$ cat src/rtl/core/sed_pkg.sv
// Types, codes, character constants and a hex digit decoder for the string escape decoder.
`default_nettype none

package sed_pkg;

    // Input item: one raw byte of an escaped string.
    typedef struct packed {
        logic [7:0] char_in;
        logic       string_end;
    } t_in_item;

    // Result item: one decoded byte or an error report.
    typedef struct packed {
        logic [7:0] char_out;
        logic [1:0] error_code;
        logic       run_last;
    } t_out_item;

    typedef enum logic [1:0] {
        ERR_NONE    = 2'd0,
        ERR_BS_END  = 2'd1,
        ERR_BAD_HEX = 2'd2,
        ERR_UNKNOWN = 2'd3
    } t_err;

    typedef enum logic [4:0] {
        MODE_NORMAL = 5'b00001,
        MODE_ESC    = 5'b00010,
        MODE_HEX1   = 5'b00100,
        MODE_HEX2   = 5'b01000,
        MODE_DROP   = 5'b10000
    } t_mode;

    localparam logic [7:0] C_BACKSLASH = 8'h5C;
    localparam logic [7:0] C_DQUOTE    = 8'h22;
    localparam logic [7:0] C_SQUOTE    = 8'h27;
    localparam logic [7:0] C_LOWER_B   = 8'h62;
    localparam logic [7:0] C_LOWER_F   = 8'h66;
    localparam logic [7:0] C_LOWER_N   = 8'h6E;
    localparam logic [7:0] C_LOWER_R   = 8'h72;
    localparam logic [7:0] C_LOWER_T   = 8'h74;
    localparam logic [7:0] C_LOWER_V   = 8'h76;
    localparam logic [7:0] C_LOWER_X   = 8'h78;

    localparam logic [7:0] C_CTRL_BS  = 8'h08;
    localparam logic [7:0] C_CTRL_FF  = 8'h0C;
    localparam logic [7:0] C_CTRL_LF  = 8'h0A;
    localparam logic [7:0] C_CTRL_CR  = 8'h0D;
    localparam logic [7:0] C_CTRL_TAB = 8'h09;
    localparam logic [7:0] C_CTRL_VT  = 8'h0B;

    // Hex digit decode: bit 4 flags a valid digit, bits 3:0 carry its value.
    function automatic logic [4:0] hex_digit(input logic [7:0] c);
        logic [7:0] d;
        begin
            d = 8'h00;
            if (c >= 8'h30 && c <= 8'h39) begin
                d = c - 8'h30;
                hex_digit = {1'b1, d[3:0]};
            end else if (c >= 8'h61 && c <= 8'h66) begin
                d = c - 8'h57;
                hex_digit = {1'b1, d[3:0]};
            end else if (c >= 8'h41 && c <= 8'h46) begin
                d = c - 8'h37;
                hex_digit = {1'b1, d[3:0]};
            end else begin
                hex_digit = 5'b0_0000;
            end
        end
    endfunction

endpackage

`default_nettype wire

$ cat src/rtl/core/sed_stream_if.sv
// Valid/ready stream channel carrying one item of a given type.
`default_nettype none

interface sed_stream_if #(
    parameter type t_item = logic
);
    logic  valid;
    logic  ready;
    t_item data;

    modport source (output valid, output data, input ready);
    modport sink   (input valid, input data, output ready);
endinterface

`default_nettype wire

$ cat src/rtl/core/string_escape_decoder.sv
// Streaming decoder for backslash escapes in byte strings.
// Each item passes through the input register and then the result register before its result is valid.
// Throughput: one item per cycle; the input register, decode logic and
//   result register form a two-stage pipeline that stalls only on o_out.ready.
// Reset (synchronous, i_rst_n low): both stages empty, decode mode back to
//   plain text, stored high nibble cleared.
`default_nettype none

module string_escape_decoder (
    input  wire            i_clk,
    input  wire            i_rst_n,
    sed_stream_if.sink     i_in,
    sed_stream_if.source   o_out
);

    logic                 r_in_valid;
    sed_pkg::t_in_item    r_in;
    logic                 r_out_valid;
    sed_pkg::t_out_item   r_out;
    sed_pkg::t_mode       r_mode;
    logic [3:0]           r_nibble;

    sed_pkg::t_mode       n_mode;
    logic [3:0]           n_nibble;
    logic                 advance;
    logic                 in_ready;
    logic                 emit;
    logic [7:0]           ch;
    sed_pkg::t_err        err;
    logic [4:0]           hexv;

    assign advance  = !r_out_valid || o_out.ready;
    assign in_ready = !r_in_valid || advance;

    assign i_in.ready  = in_ready;
    assign o_out.valid = r_out_valid;
    assign o_out.data  = r_out;

    assign hexv = sed_pkg::hex_digit(r_in.char_in);

    always_comb begin
        n_mode   = sed_pkg::MODE_NORMAL;
        n_nibble = r_nibble;
        ch       = 8'h00;
        err      = sed_pkg::ERR_NONE;
        emit     = 1'b1;
        case (r_mode)
            sed_pkg::MODE_ESC: begin
                case (r_in.char_in)
                    sed_pkg::C_LOWER_B:   ch = sed_pkg::C_CTRL_BS;
                    sed_pkg::C_LOWER_F:   ch = sed_pkg::C_CTRL_FF;
                    sed_pkg::C_LOWER_N:   ch = sed_pkg::C_CTRL_LF;
                    sed_pkg::C_LOWER_R:   ch = sed_pkg::C_CTRL_CR;
                    sed_pkg::C_LOWER_T:   ch = sed_pkg::C_CTRL_TAB;
                    sed_pkg::C_LOWER_V:   ch = sed_pkg::C_CTRL_VT;
                    sed_pkg::C_BACKSLASH: ch = sed_pkg::C_BACKSLASH;
                    sed_pkg::C_DQUOTE:    ch = sed_pkg::C_DQUOTE;
                    sed_pkg::C_SQUOTE:    ch = sed_pkg::C_SQUOTE;
                    sed_pkg::C_LOWER_X: begin
                        if (r_in.string_end) begin
                            err = sed_pkg::ERR_BAD_HEX;
                        end else begin
                            n_mode = sed_pkg::MODE_HEX1;
                            emit   = 1'b0;
                        end
                    end
                    default: err = sed_pkg::ERR_UNKNOWN;
                endcase
            end
            sed_pkg::MODE_HEX1: begin
                if (!hexv[4] || r_in.string_end) begin
                    err = sed_pkg::ERR_BAD_HEX;
                end else begin
                    n_nibble = hexv[3:0];
                    n_mode   = sed_pkg::MODE_HEX2;
                    emit     = 1'b0;
                end
            end
            sed_pkg::MODE_HEX2: begin
                if (!hexv[4]) begin
                    err = sed_pkg::ERR_BAD_HEX;
                end else begin
                    ch = {r_nibble, hexv[3:0]};
                end
            end
            sed_pkg::MODE_DROP: begin
                emit   = 1'b0;
                n_mode = sed_pkg::MODE_DROP;
            end
            default: begin
                if (r_in.char_in == sed_pkg::C_BACKSLASH) begin
                    if (r_in.string_end) begin
                        err = sed_pkg::ERR_BS_END;
                    end else begin
                        n_mode = sed_pkg::MODE_ESC;
                        emit   = 1'b0;
                    end
                end else begin
                    ch = r_in.char_in;
                end
            end
        endcase
        // an error ends the string's results; drop the rest of it
        if (err != sed_pkg::ERR_NONE) begin
            ch     = 8'h00;
            n_mode = sed_pkg::MODE_DROP;
        end
        if (r_in.string_end) begin
            n_mode = sed_pkg::MODE_NORMAL;
        end
    end

    always_ff @(posedge i_clk) begin
        if (!i_rst_n) begin
            r_in_valid  <= 1'b0;
            r_out_valid <= 1'b0;
            r_mode      <= sed_pkg::MODE_NORMAL;
            r_nibble    <= 4'h0;
        end else begin
            if (in_ready) begin
                r_in_valid <= i_in.valid;
            end
            if (advance) begin
                r_out_valid <= r_in_valid && emit;
                if (r_in_valid) begin
                    r_mode   <= n_mode;
                    r_nibble <= n_nibble;
                end
            end
        end
    end

    always_ff @(posedge i_clk) begin
        if (in_ready && i_in.valid) begin
            r_in <= i_in.data;
        end
        if (advance) begin
            r_out.char_out   <= ch;
            r_out.error_code <= err;
            r_out.run_last   <= r_in.string_end || (err != sed_pkg::ERR_NONE);
        end
    end

    a_mode_onehot: assert property (@(posedge i_clk) disable iff (!i_rst_n)
        $onehot(r_mode))
        else $error("decode mode lost its one-hot code");

    a_end_resets_mode: assert property (@(posedge i_clk) disable iff (!i_rst_n)
        (r_in_valid && advance && r_in.string_end) |=> (r_mode == sed_pkg::MODE_NORMAL))
        else $error("decode mode not back to plain text after a string end");

    a_drop_no_result: assert property (@(posedge i_clk) disable iff (!i_rst_n)
        (r_in_valid && advance && r_mode == sed_pkg::MODE_DROP) |=> !r_out_valid)
        else $error("result produced while dropping after an error");

    a_error_closes: assert property (@(posedge i_clk) disable iff (!i_rst_n)
        (r_out_valid && r_out.error_code != sed_pkg::ERR_NONE)
            |-> (r_out.run_last && r_out.char_out == 8'h00))
        else $error("error result does not close the string with a zero byte");

endmodule

`default_nettype wire

$ cat src/flat_wrapper.sv
// flat-port wrapper written by rule: the top's interface ports become plain ports
module string_escape_decoder_flat import sed_pkg::*;
  (i_clk, i_rst_n, i_in_valid, i_in_data, i_in_ready, o_out_valid, o_out_data, o_out_ready);
  sed_stream_if #(.t_item(t_in_item)) i_in_i ();
  sed_stream_if #(.t_item(t_out_item)) o_out_i ();
  input  wire i_clk;
  input  wire i_rst_n;
  input wire logic [$bits(i_in_i.valid)-1:0] i_in_valid;
  input wire logic [$bits(i_in_i.data)-1:0] i_in_data;
  output wire logic [$bits(i_in_i.ready)-1:0] i_in_ready;
  output wire logic [$bits(o_out_i.valid)-1:0] o_out_valid;
  output wire logic [$bits(o_out_i.data)-1:0] o_out_data;
  input wire logic [$bits(o_out_i.ready)-1:0] o_out_ready;
  assign i_in_i.valid = i_in_valid;
  assign i_in_i.data = i_in_data;
  assign i_in_ready = i_in_i.ready;
  assign o_out_valid = o_out_i.valid;
  assign o_out_data = o_out_i.data;
  assign o_out_i.ready = o_out_ready;
  string_escape_decoder u_core (.i_clk(i_clk), .i_rst_n(i_rst_n), .i_in(i_in_i), .o_out(o_out_i));
endmodule
$ cat config.mk
export PLATFORM = sky130hd
export DESIGN_NAME = string_escape_decoder_flat
export DESIGN_NICKNAME = d
export VERILOG_FILES = /design/src/rtl/core/sed_pkg.sv /design/src/rtl/core/sed_stream_if.sv /design/src/rtl/core/string_escape_decoder.sv /design/src/flat_wrapper.sv
export SDC_FILE = /design/constraint.sdc
export NUM_CORES = 1
export LEC_CHECK = 0
export BUFFER_PORTS_ARGS = -buffer_cell sky130_fd_sc_hd__buf_4
export CAP_MARGIN = 10
export CORE_ASPECT_RATIO = 0.8
export CORE_MARGIN = 10
export CORE_UTILIZATION = 45
export DETAILED_ROUTE_END_ITERATION = 10
export HOLD_SLACK_MARGIN = 0.02
export PLACE_DENSITY = 0.66
export RECOVER_POWER = 25
export SYNTH_ARGS = -nofsm -noshare
export SYNTH_HDL_FRONTEND = slang
export SYNTH_SLANG_ARGS = --single-unit
$ cat constraint.sdc
create_clock -name i_clk -period 3.23 [get_ports i_clk]
set_clock_uncertainty 0.2 [all_clocks]
set_input_delay 0.1615 -clock i_clk [delete_from_list [all_inputs] [get_ports i_clk]]
set_output_delay 0.1615 -clock i_clk [all_outputs]
set_load 0.01 [all_outputs]
======== Word-level counts from Yosys, hierarchy flattened ========
Index checks and enable logic that the tools add are counted.
word-level totals
  flip-flop bits (word level) ............. 31
  bits of input ports ..................... 13
  output and inout bits ................... 13
  word-level logic and storage cells ...... 75
operators by class
  $add $sub $neg .......................... 3
  order comparisons ....................... 6
  equality and inequality tests ........... 14
  multiplexer cells ....................... 25
  bitwise logic cells ..................... 1
  reduce and logical (&&, ||, !) cells .... 17
operators with widths
  kind                                                                                  number
  8-bit by 7-bit equality test with 1-bit output (second input constant)                8
  7-bit case mux with 9 select lines                                                    1
  5-bit 2-to-1 mux                                                                      5
  8-bit case mux with 3 select lines                                                    1
  5-bit case mux with 4 select lines                                                    1
  8-bit by 6-bit equality test with 1-bit output (second input constant)                2
  8-bit by 7-bit greater-or-equal comparator with 1-bit output (second input constant)  2
  8-bit by 7-bit less-or-equal comparator with 1-bit output (second input constant)     2
  8-bit 2-to-1 mux                                                                      2
  2-bit 2-to-1 mux                                                                      5
  9-bit OR reduction                                                                    1
  8-bit by 6-bit greater-or-equal comparator with 1-bit output (second input constant)  1
  8-bit by 6-bit less-or-equal comparator with 1-bit output (second input constant)     1
  2-bit case mux with 4 select lines                                                    1
  4-bit by 3-bit subtractor with 4-bit output (second input constant)                   2
  5-bit by 2-bit equality test with 1-bit output (second input constant)                1
  5-bit by 3-bit equality test with 1-bit output (second input constant)                1
  5-bit by 4-bit equality test with 1-bit output (second input constant)                1
  5-bit equality test (second input constant)                                           1
  1-bit logical AND                                                                     5
  1-bit 2-to-1 mux                                                                      5
  1-bit logical OR                                                                      4
  4-bit 2-to-1 mux                                                                      1
  1-bit case mux with 4 select lines                                                    1
  other kinds (9)                                                                       11

======== Depth between registers and ports, before layout ========
Gate-level depths: netlist of run 1.
  depth in word-level cells ............... 12
  depth in mapped cells ................... 8
  depth with buffers taken out ............ 7

======== Worst setup path after synthesis of run 1 ========
Ideal clock, no wire load.
  path type ............................... reg2reg
  start ................................... register u_core.r_in[1] (netlist name)
  end ..................................... register u_core.r_out, in the netlist u_core.o_out.data[6], data pin
  setup time .............................. 0.261 ns
  arrival time ............................ 2.158 ns
  data required time ...................... 2.769 ns
  setup slack ............................. 0.611 ns
  stages on the path, launching flop included .. 9
  buffers on the path ..................... 1
  period minus slack after synthesis ...... 2.619 ns
  cell sequence ........................... edfxtp_1 -> clkbuf_1 -> inv_1 -> ha_1 -> o21bai_4 -> a2111oi_4 -> a31oi_1 -> xnor2_1 -> a221o_1
on the way
  word-level cells in the longest chain between the ends .. 10
  elaborated cells between the ends (all ways) .. 38
  classes of those cells .................. add/sub: 3; order compare: 6; eq/ne: 10; mux: 12; reduce/logical: 7
RTL lines
  item                                                                                                                                              line                          source
  start: declaration                                                                                                                                string_escape_decoder.sv:17   sed_pkg::t_in_item r_in;
  start signal: assignment                                                                                                                          string_escape_decoder.sv:135  r_in <= i_in.data;
  8-bit by 7-bit greater-or-equal comparator with 1-bit output / 8-bit by 7-bit less-or-equal comparator with 1-bit output (equally long branches)  sed_pkg.sv:63                 end else if (c >= 8'h41 && c <= 8'h46) begin
  1-bit logical AND                                                                                                                                 sed_pkg.sv:63
  5-bit 2-to-1 mux                                                                                                                                  sed_pkg.sv:63
  5-bit 2-to-1 mux                                                                                                                                  sed_pkg.sv:60                 end else if (c >= 8'h61 && c <= 8'h66) begin
  5-bit 2-to-1 mux                                                                                                                                  sed_pkg.sv:57                 if (c >= 8'h30 && c <= 8'h39) begin
  1-bit zero test                                                                                                                                   string_escape_decoder.sv:71   if (!hexv[4] || r_in.string_end) begin
  1-bit logical OR                                                                                                                                  string_escape_decoder.sv:71
  2-bit 2-to-1 mux                                                                                                                                  string_escape_decoder.sv:71
  2-bit case mux with 4 select lines                                                                                                                string_escape_decoder.sv:47   case (r_mode)
  2-bit nonzero test                                                                                                                                string_escape_decoder.sv:104  if (err != sed_pkg::ERR_NONE) begin
  end: declaration                                                                                                                                  string_escape_decoder.sv:19   sed_pkg::t_out_item r_out;
Several ways; a longest one is shown, not always the timed one.
A chain may end at the register's enable or synchronous reset.

======== Final worst setup path of run 1 ========
Same ends and word-level chain as after synthesis.

==> results.txt, run 1 <==
post-route minimum period -> 2890 ps
critical path type -> reg -> reg
max_slew headroom -> 54.0%
post-synthesis sequential area ratio -> 42.3%
drt first pass iters -> 4
slew at the pin with the worst max-slew slack -> 689 ps
clock latency on the worst-skew pair -> 280 ps
layout cells sized above 1 -> 18.1%
Fmax -> 346 MHz
fin nets -> 237
Initial Util -> 46.5%
CP delay by family, top -> compound AO/OA/AOI/OAI gates
hpwl dp -> 3.36 mm
routed via count -> 1,645
die height -> 78.8 um
clk slew on worst S/H paths -> 60 ps
H-Tree Depth -> 2
Final Hold Viols -> 0
routed length per instance -> 16.5 um
dpl cells -> 259
outcome -> completed
clk root buf -> clkbuf_8
Post-route DRC -> 0
Worst Path Buf+Inv -> 1
dpl ws -> 382 ps
period utilization -> 89.4%
synth cell count leaders -> edfxtp_1 (20), nand2_1 (14), nor2_1 (14), dfxtp_1 (11), nor3_1 (9)
Die ar. -> 0.00736 mm2
syn nets -> 204
CTS tree -> done
Num CTS Buffers -> 5
Worst path slowest cell -> a2111oi_4
top_reg_cell synth -> edfxtp_1
area grow syn2layout -> 18.9%
PortBufs -> 25
post-route ant nets -> 0
Tot Pwr -> 842 uW
setup_tns -> 0 ps
Max-Cap Viols -> 0
post-synthesis cell type count -> 61
crit-path cells -> inv_1 > ha_1 > o21bai_4 > a2111oi_4 > a31oi_1 > xnor2_1 > a221o_1
Num Clock Sinks -> 31
row count -> 21
Syn Std Cell Area -> 0.00194 mm2
post-layout util -> 55.3%
Core ar. -> 0.00418 mm2
highest cell delay on the worst timing path -> 700 ps
Cells after Synth -> 187
setup ws final -> 341 ps
overall routing resource usage -> 12.9%
Max VDD drop -> 0.255 mV
Yosys reg bits -> 31
Worst EP required -> 3070 ps
Clock Tree Buf Depth -> 2
via/cell ratio -> 5.92
final WL -> 4.58 mm
PD cells -> 365 mW/mm2
worst endpoint data arrival time -> 2730 ps
Critical Path Start Type -> flip-flop
dominant cell type by area after synthesis -> edfxtp_1
global-route wire length before repair -> 7.56 mm
Die X -> 93.4 um
ant diodes -> 0
top post-synthesis cells by area -> edfxtp_1 (31%), dfxtp_1 (11%), a221o_1 (3.6%)
Final Non-Filler Cells -> 278
CP Capture Type -> flip-flop
io pins -> 26
gpl congestion -> 0.936
worst-path fanout max -> 10
Setup-failing EPs final -> 0
top cell type's share of synthesized area -> 30.9%
min-delay worst type -> in -> reg
initial antenna violation count -> 0
unrepaired setup endpoints after global routing -> no
Initial DRC Count -> 176
YS warnings -> 0
top-count cell post-synth -> edfxtp_1
Async SR Flop Fraction -> 0%
Leak -> 0.810 nW
Post-CTS Setup Inserts -> 0
syn_area_per_cell -> 10.4 um2
pin count of the biggest net entering global routing -> 18
max-slew violation count -> 0
number of synthesized flops with an enable pin -> 20
vias in the first global route -> 1,575
gr ovfl total -> 0
[state kept, by name, summed over array words and instances, names as in the netlist]
signal              flops
u_core.o_out.valid      1
u_core.r_in_valid       1
u_core.r_nibble         4
u_core.o_out.data      11
u_core.r_in             9
u_core.r_mode           5
[power breakdown]
part	internal [mW]	switching (mW)
Sequential	0.441	0.0235
Combinational	0.0486	0.0478
Clock	0.151	0.130
Total	0.640	0.202
[worst paths after layout]
| check | slack [ps] | startpoint | to | cells past startpoint |
|---|---|---|---|---|
| setup / recovery | 340 | u_core.r_in[1] | u_core.o_out.data[6] | 7 |
| hold / removal | 40 | o_out_ready | u_core.r_in_valid | 4 |
| setup reg to reg | 340 | u_core.r_in[1] | u_core.o_out.data[6] | 7 |
| hold reg to reg | 330 | u_core.r_nibble[2] | u_core.r_nibble[2] | 2 |
[logic make-up after synthesis]
family	after synthesis	share of synthesized area (%)
AOI/OAI and AO/OA	50	23.8
xor gates and xnor gates	4	1.80
adders and majority gates	4	2.58
buffers and inverters	18	4.70
DFF	31	42.3
muxes	2	1.03
and+or+nand+nor	78	23.8
[what timing repair did]
action                    4_1_cts  5_1_grt
resized for setup               0        0
hold endpoints to repair       14        0
hold buffers                   11        0
[through the flow]
| step | hold slack (ps) | instance area [um2] |
|---|---|---|
| 2_1_floorplan | 60.4 | 1940 |
| 3_3_place_gp | 139 | 2140 |
| 3_5_place_dp | 141 | 2140 |
| 4_1_cts | 25.5 | 2330 |
| 5_1_grt | 97.4 | 2310 |
| 6_report | 36.6 | 2310 |
[layout by cell type (no fill, tap or decap), drive strengths merged, types with 2 or more instances in the layout]
cell	instances
clkbuf	23
edfxtp	20
nand2	14
nor2	14
dlygate4sd3	11
dfxtp	11
buf	10
nor3	10
inv	7
a221o	7
nor2b	5
nor4	5
nand2b	5
a21oi	5
xnor2	4
and2	4
a21o	4
ha	4
o211ai	4
a211oi	4
nand3b	3
nor4b	3
o22ai	3
nor3b	3
or3b	3
a2111oi	3
mux2i	2
o311a	2
or4	2
o32ai	2
nand3	2
a32o	2
a22oi	2
nand4b	2
o21ai	2
[routing by layer]
metal | vias up | GRT usage [%] | share of wire [%]
met5 | - | 0 | 0
met4 | 0 | 5.23 | 1.8
met3 | 7 | 5.36 | 11
met2 | 70 | 18.8 | 44
met1 | 773 | 16.5 | 44
li1 | 795 | - | -
[worst reg2reg max path, cell delays in order (launching register included)]
cell and delay [ps]:
edfxtp_1 550, inv_1 140, ha_1 310, o21bai_4 110, a2111oi_4 700, a31oi_1 130, xnor2_1 180, a221o_1 320
[final cells by class]
type | instances | area (um2)
Tap cell | 57 | 71.3
Sequential cell | 31 | 821
Inverter | 7 | 26.3
Clock inverter | 1 | 5.00
Timing Repair Buffer | 37 | 279
Multi-Input combinational cell | 138 | 1030
Fill cell | 381 | 1870
Clock buffer | 7 | 76.3
(Power assumes the default switching activity.)
==> inputs of run 2 (changes only) <==
--- a/config.mk
+++ b/config.mk
@@ -14,6 +14,7 @@
 export HOLD_SLACK_MARGIN = 0.02
 export PLACE_DENSITY = 0.66
 export RECOVER_POWER = 25
+export SETUP_SLACK_MARGIN = 0.5
 export SYNTH_ARGS = -nofsm -noshare
 export SYNTH_HDL_FRONTEND = slang
 export SYNTH_SLANG_ARGS = --single-unit
==> constraint.sdc (replaced) <==
create_clock -name i_clk -period 3.23 [get_ports i_clk]
set_clock_uncertainty 0.2 [all_clocks]
set_input_delay 0.1615 -clock i_clk [delete_from_list [all_inputs] [get_ports i_clk]]
set_output_delay 0.1615 -clock i_clk [all_outputs]
set_load 0.02 [all_outputs]
==> results.txt, run 2 (synthesized netlist as in run 1, its figures left out) <==
initial antenna violation count -> 0
period utilization -> 82.9%
Setup-failing EPs final -> 0
gpl congestion -> 0.936
io pins -> 26
WHS Endpoint -> u_core.r_in_valid
Tot Pwr -> 856 uW
hpwl dp -> 3.36 mm
fillers -> 381
routed via count -> 1,686
final WL -> 4.67 mm
Post-route DRC -> 0
post-route ant nets -> 0
Worst Reg2Reg Path Length in Cells -> 7
critical path type -> reg -> reg
Num Clock Sinks -> 31
WHS Path Cells -> 4
Num CTS Buffers -> 5
overall routing resource usage -> 13.1%
slew at the pin with the worst max-slew slack -> 562 ps
worst endpoint data arrival time -> 2510 ps
setup_tns -> 0 ps
outcome -> completed
Worst EP required -> 3060 ps
post-route minimum period -> 2680 ps
routed length per instance -> 16.4 um
worst min-delay path startpoint -> o_out_ready
Core ar. -> 0.00418 mm2
clk root buf -> clkbuf_8
PortBufs -> 25
Crit Reg-Reg Endpoint -> u_core.o_out.data[3]
row count -> 21
H-Tree Depth -> 2
pin count of the biggest net entering global routing -> 18
fin nets -> 243
Initial DRC Count -> 225
CP Capture Type -> flip-flop
PD cells -> 361 mW/mm2
max-slew violation count -> 0
Max-Cap Viols -> 0
commonest non-fill, non-tap cell in the layout -> edfxtp_1
worst-path fanout max -> 9
commonest cells after routing, fill and taps aside -> edfxtp_1 (20), buf_4 (16), nand2_1 (14), nor2_1 (14)
via/cell ratio -> 5.94
ant diodes -> 0
Fmax -> 373 MHz
CTS tree -> done
Die X -> 93.4 um
drt first pass iters -> 5
Clock Tree Buf Depth -> 2
Max VDD drop -> 0.255 mV
post-layout util -> 56.8%
die height -> 78.8 um
Die ar. -> 0.00736 mm2
gr ovfl total -> 0
Critical Path Start Type -> flip-flop
Leak -> 0.842 nW
Final Hold Viols -> 0
Reg2Reg Setup Slack -> 550 ps
Initial Util -> 46.5%
vias in the first global route -> 1,596
min-delay worst type -> in -> reg
clk slew on worst S/H paths -> 60 ps
unrepaired setup endpoints after global routing -> yes
global-route wire length before repair -> 7.65 mm
max reg flops -> 11
worst flop-to-flop path startpoint -> u_core.r_in[2]
clock latency on the worst-skew pair -> 280 ps
area grow syn2layout -> 22.3%
max_slew headroom -> 62.5%
layout cells sized above 1 -> 21.1%
-- run 2: cell count changes in the layout (fill, tap and decap cells not counted) --
cell | before | now
buf_4 | 10 | 16
a2111oi_2 | 1 | 0
a2111oi_4 | 1 | 2
ha_1 | 4 | 3
ha_2 | 0 | 1
nor4b_1 | 2 | 1
nor4b_2 | 1 | 2
-- run 2: worst max-delay path by stage --
| stage | startpoint | depth (start not counted) | endpoint |
|---|---|---|---|
| 3_5_place_dp | u_core.r_in[1] | 7 | u_core.o_out.data[6] |
| 2_1_floorplan | u_core.r_in[1] | 8 | u_core.o_out.data[6] |
| 4_1_cts | u_core.r_in[2] | 7 | u_core.o_out.data[3] |
| 5_1_grt | u_core.r_in[2] | 7 | u_core.o_out.data[3] |
| 6_report | u_core.r_in[2] | 7 | u_core.o_out.data[3] |
| 3_3_place_gp | u_core.r_in[1] | 7 | u_core.o_out.data[6] |
-- run 2: where the power goes --
part | switching (mW) | internal, mW
logic | 0.0591 | 0.0537
registers | 0.0218 | 0.441
clock network | 0.130 | 0.151
total | 0.211 | 0.645
-- run 2: area by class of cell --
cell class | count | area, um2 | share of cell area, %
Multi-Input combinational cell | 138 | 1050 | 44.3
Sequential cell | 31 | 821 | 34.6
Timing Repair Buffer | 43 | 324 | 13.6
Clock buffer | 7 | 76.3 | 3.21
Tap cell | 57 | 71.3 | 3.00
Inverter | 7 | 26.3 | 1.11
Clock inverter | 1 | 5.00 | 0.211
-- run 2: critical path: stages (launching register included) --
cell and delay (ps):
edfxtp_1 440, inv_1 140, ha_2 270, or3b_1 400
o311ai_2 170, a21oi_2 210, a21o_1 230, a221o_1 360
-- run 2: per-stage QoR --
step / std cells / hold slack [ps] / setup WS [ps] / area [um2]
CTS: 283 / 25.5 / 558 / 2370
finish: 284 / 36.7 / 551 / 2370
global placement: 259 / 139 / 482 / 2140
floorplan: 187 / 60.4 / 611 / 1940
detailed placement: 259 / 141 / 382 / 2140
global route: 284 / 97.4 / 456 / 2370
-- run 2: per-layer routing --
metal	GRT usage (%)	wire, um	vias to the layer above	share of wire (%)
li1	-	-	804	-
met1	16.6	1940	787	42
met2	19.2	2110	85	45
met3	5.36	533	10	11
met5	0	0	-	0
met4	5.23	80	0	1.7
-- run 2: what timing repair did --
item	4_1_cts	5_1_grt
pin swaps	1	1
resized for setup	1	2
buffers inserted	5	1
endpoints found under the setup margin	6	6
hold buffers	11	0
endpoints found under the hold margin	14	0
==> inputs of run 3 (changes only) <==
--- a/config.mk
+++ b/config.mk
@@ -12,7 +12,7 @@
 export CORE_UTILIZATION = 45
 export DETAILED_ROUTE_END_ITERATION = 10
 export HOLD_SLACK_MARGIN = 0.02
-export PLACE_DENSITY = 0.66
+export PLACE_DENSITY = 0.68
 export RECOVER_POWER = 25
 export SETUP_SLACK_MARGIN = 0.5
 export SYNTH_ARGS = -nofsm -noshare
==> constraint.sdc (replaced) <==
create_clock -name i_clk -period 2.19 [get_ports i_clk]
set_clock_uncertainty 0.2 [all_clocks]
set_input_delay 0.1095 -clock i_clk [delete_from_list [all_inputs] [get_ports i_clk]]
set_output_delay 0.1095 -clock i_clk [all_outputs]
set_load 0.02 [all_outputs]
==> results.txt, run 3 (synthesized netlist as in run 1, its figures left out) <==
Leak -> 1.19 nW
Worst path slowest cell -> edfxtp_1
Clock Tree Buf Depth -> 2
pin count of the biggest net entering global routing -> 15
CP Launch Point -> u_core.r_in[2]
row count -> 21
Worst EP required -> 2030 ps
gpl congestion -> 0.951
max-slew violation count -> 0
clk root buf -> clkbuf_8
Initial Util -> 46.5%
period utilization -> 112%
commonest cells after routing, fill and taps aside -> buf_4 (66), edfxtp_1 (20), nand2_1 (14)
Core ar. -> 0.00418 mm2
hpwl dp -> 4.38 mm
violated checks -> setup timing
initial antenna violation count -> 0
worst min-delay path startpoint -> o_out_ready
final WL -> 6.52 mm
via/cell ratio -> 5.95
CTS tree -> done
H-Tree Depth -> 2
WHS -> 173 ps
internal power -> 1.16 mW
highest cell delay on the worst timing path -> 500 ps
sequential cell area -> 821 um2
CP Capture Type -> flip-flop
vias in the first global route -> 2,008
Setup-failing EPs final -> 18
die height -> 78.8 um
CP delay by family, top -> compound AO/OA/AOI/OAI gates
Post-route DRC -> 0
dpl ws -> -230 ps
global-route wire length before repair -> 10.2 mm
setup ws final -> -273 ps
Max-Cap Viols -> 0
Num CTS Buffers -> 5
routed via count -> 2,018
Fmax -> 406 MHz
max_slew headroom -> 64.6%
fillers -> 263
crit-path cells -> inv_2 > ha_4 > or3b_4 > o311ai_4 > a21oi_4 > a21o_1 > a221o_1
Die ar. -> 0.00736 mm2
Num Clock Sinks -> 31
Die X -> 93.4 um
sequential share of power -> 43.3%
Critical Path Start Type -> flip-flop
commonest non-fill, non-tap cell in the layout -> buf_4
unrepaired setup endpoints after global routing -> yes
worst flop-to-flop path startpoint -> u_core.r_in[2]
post-layout util -> 73.9%
gr ovfl total -> 0
area grow syn2layout -> 59.0%
setup_tns -> -3670 ps
slew at the pin with the worst max-slew slack -> 526 ps
overall routing resource usage -> 17.3%
PortBufs -> 25
worst endpoint data arrival time -> 2300 ps
Max VDD drop -> 0.422 mV
io pins -> 26
Logic pwr share -> 18.7%
critical path type -> reg -> reg
layout cells sized above 1 -> 46.5%
Worst Path Buf+Inv -> 1
Final Hold Viols -> 0
max reg flops -> 11
post-route minimum period -> 2460 ps
min-delay worst type -> in -> reg
routed length per instance -> 19.2 um
outcome -> complete, but fails checks
Clock power frac -> 38.0%
post-route ant nets -> 0
clk slew on worst S/H paths -> 70 ps
worst-path fanout max -> 6
ant diodes -> 0
Psw -> 381 uW
Multi-input gate area -> 0.00126 mm2
Initial DRC Count -> 284
clock latency on the worst-skew pair -> 290 ps
Sw Share -> 24.7%
fin nets -> 298
PD cells -> 500 mW/mm2
drt first pass iters -> 4
-- run 3: changes by cell type in the layout (fill, tap and decap cells not counted), moves of 3 or more --
cell      before  now
buf_4         16   66
buf_6          0    9
ha_4           0    3
a211oi_1       3    0
a211oi_2       1    4
clkbuf_1       9    2
ha_1           3    0
-- run 3: per-stage QoR --
step / cells / total power [mW] / instance area (um2)
finish: 339 / 1.54 / 3090
detailed placement: 306 / 0.909 / 2590
global placement: 306 / 0.902 / 2590
floorplan: 187 / 0.799 / 2040
global route: 339 / 1.59 / 3090
CTS: 337 / 1.52 / 2990
-- run 3: power by group through the flow --
stage               registers (mW)  clock network, mW  logic [mW]
CTS                          0.666              0.585       0.268
global placement             0.678                  0       0.224
detailed placement           0.679                  0       0.230
global route                 0.670              0.613       0.305
finish                       0.668              0.587       0.289
floorplan                    0.692                  0       0.107
-- run 3: worst min-delay path, delay by kind of cell --
family	cells	cell delay [ps]
buffers and inverters	3	350
and+or+nand+nor	1	50
-- run 3: what timing repair did --
item	in CTS	in global routing
setup buffers	11	2
setup endpoints to repair	21	21
hold endpoints to repair	14	0
pin swaps	10	12
hold buffers	12	0
gates resized for setup	14	19
-- run 3: final timing paths --
| path | endpoint | slack (ps) | cells after the start |
|---|---|---|---|
| setup / recovery | u_core.o_out.data[3] | -270 | 7 |
| hold reg to reg | u_core.r_nibble[2] | 330 | 2 |
| hold / removal | u_core.o_out.data[2] | 170 | 4 |
| setup reg to reg | u_core.o_out.data[3] | -270 | 7 |
-- run 3: layer usage --
layer	up-vias	global-route usage (%)	part of all wire (%)
met5	-	0	0
met4	0	8.62	3.6
met3	23	4.79	8.8
met2	110	28.2	48
met1	970	20.6	40
li1	915	-	-
-- run 3: cell type report --
cell class	instances	share of cell area [%]
multi-input cells	138	40.7
flip-flops and latches	31	26.6
repair buffers	98	25.7
clock buffers	6	2.68
well taps	57	2.31
clock inverters	2	1.13
inverters	7	0.932
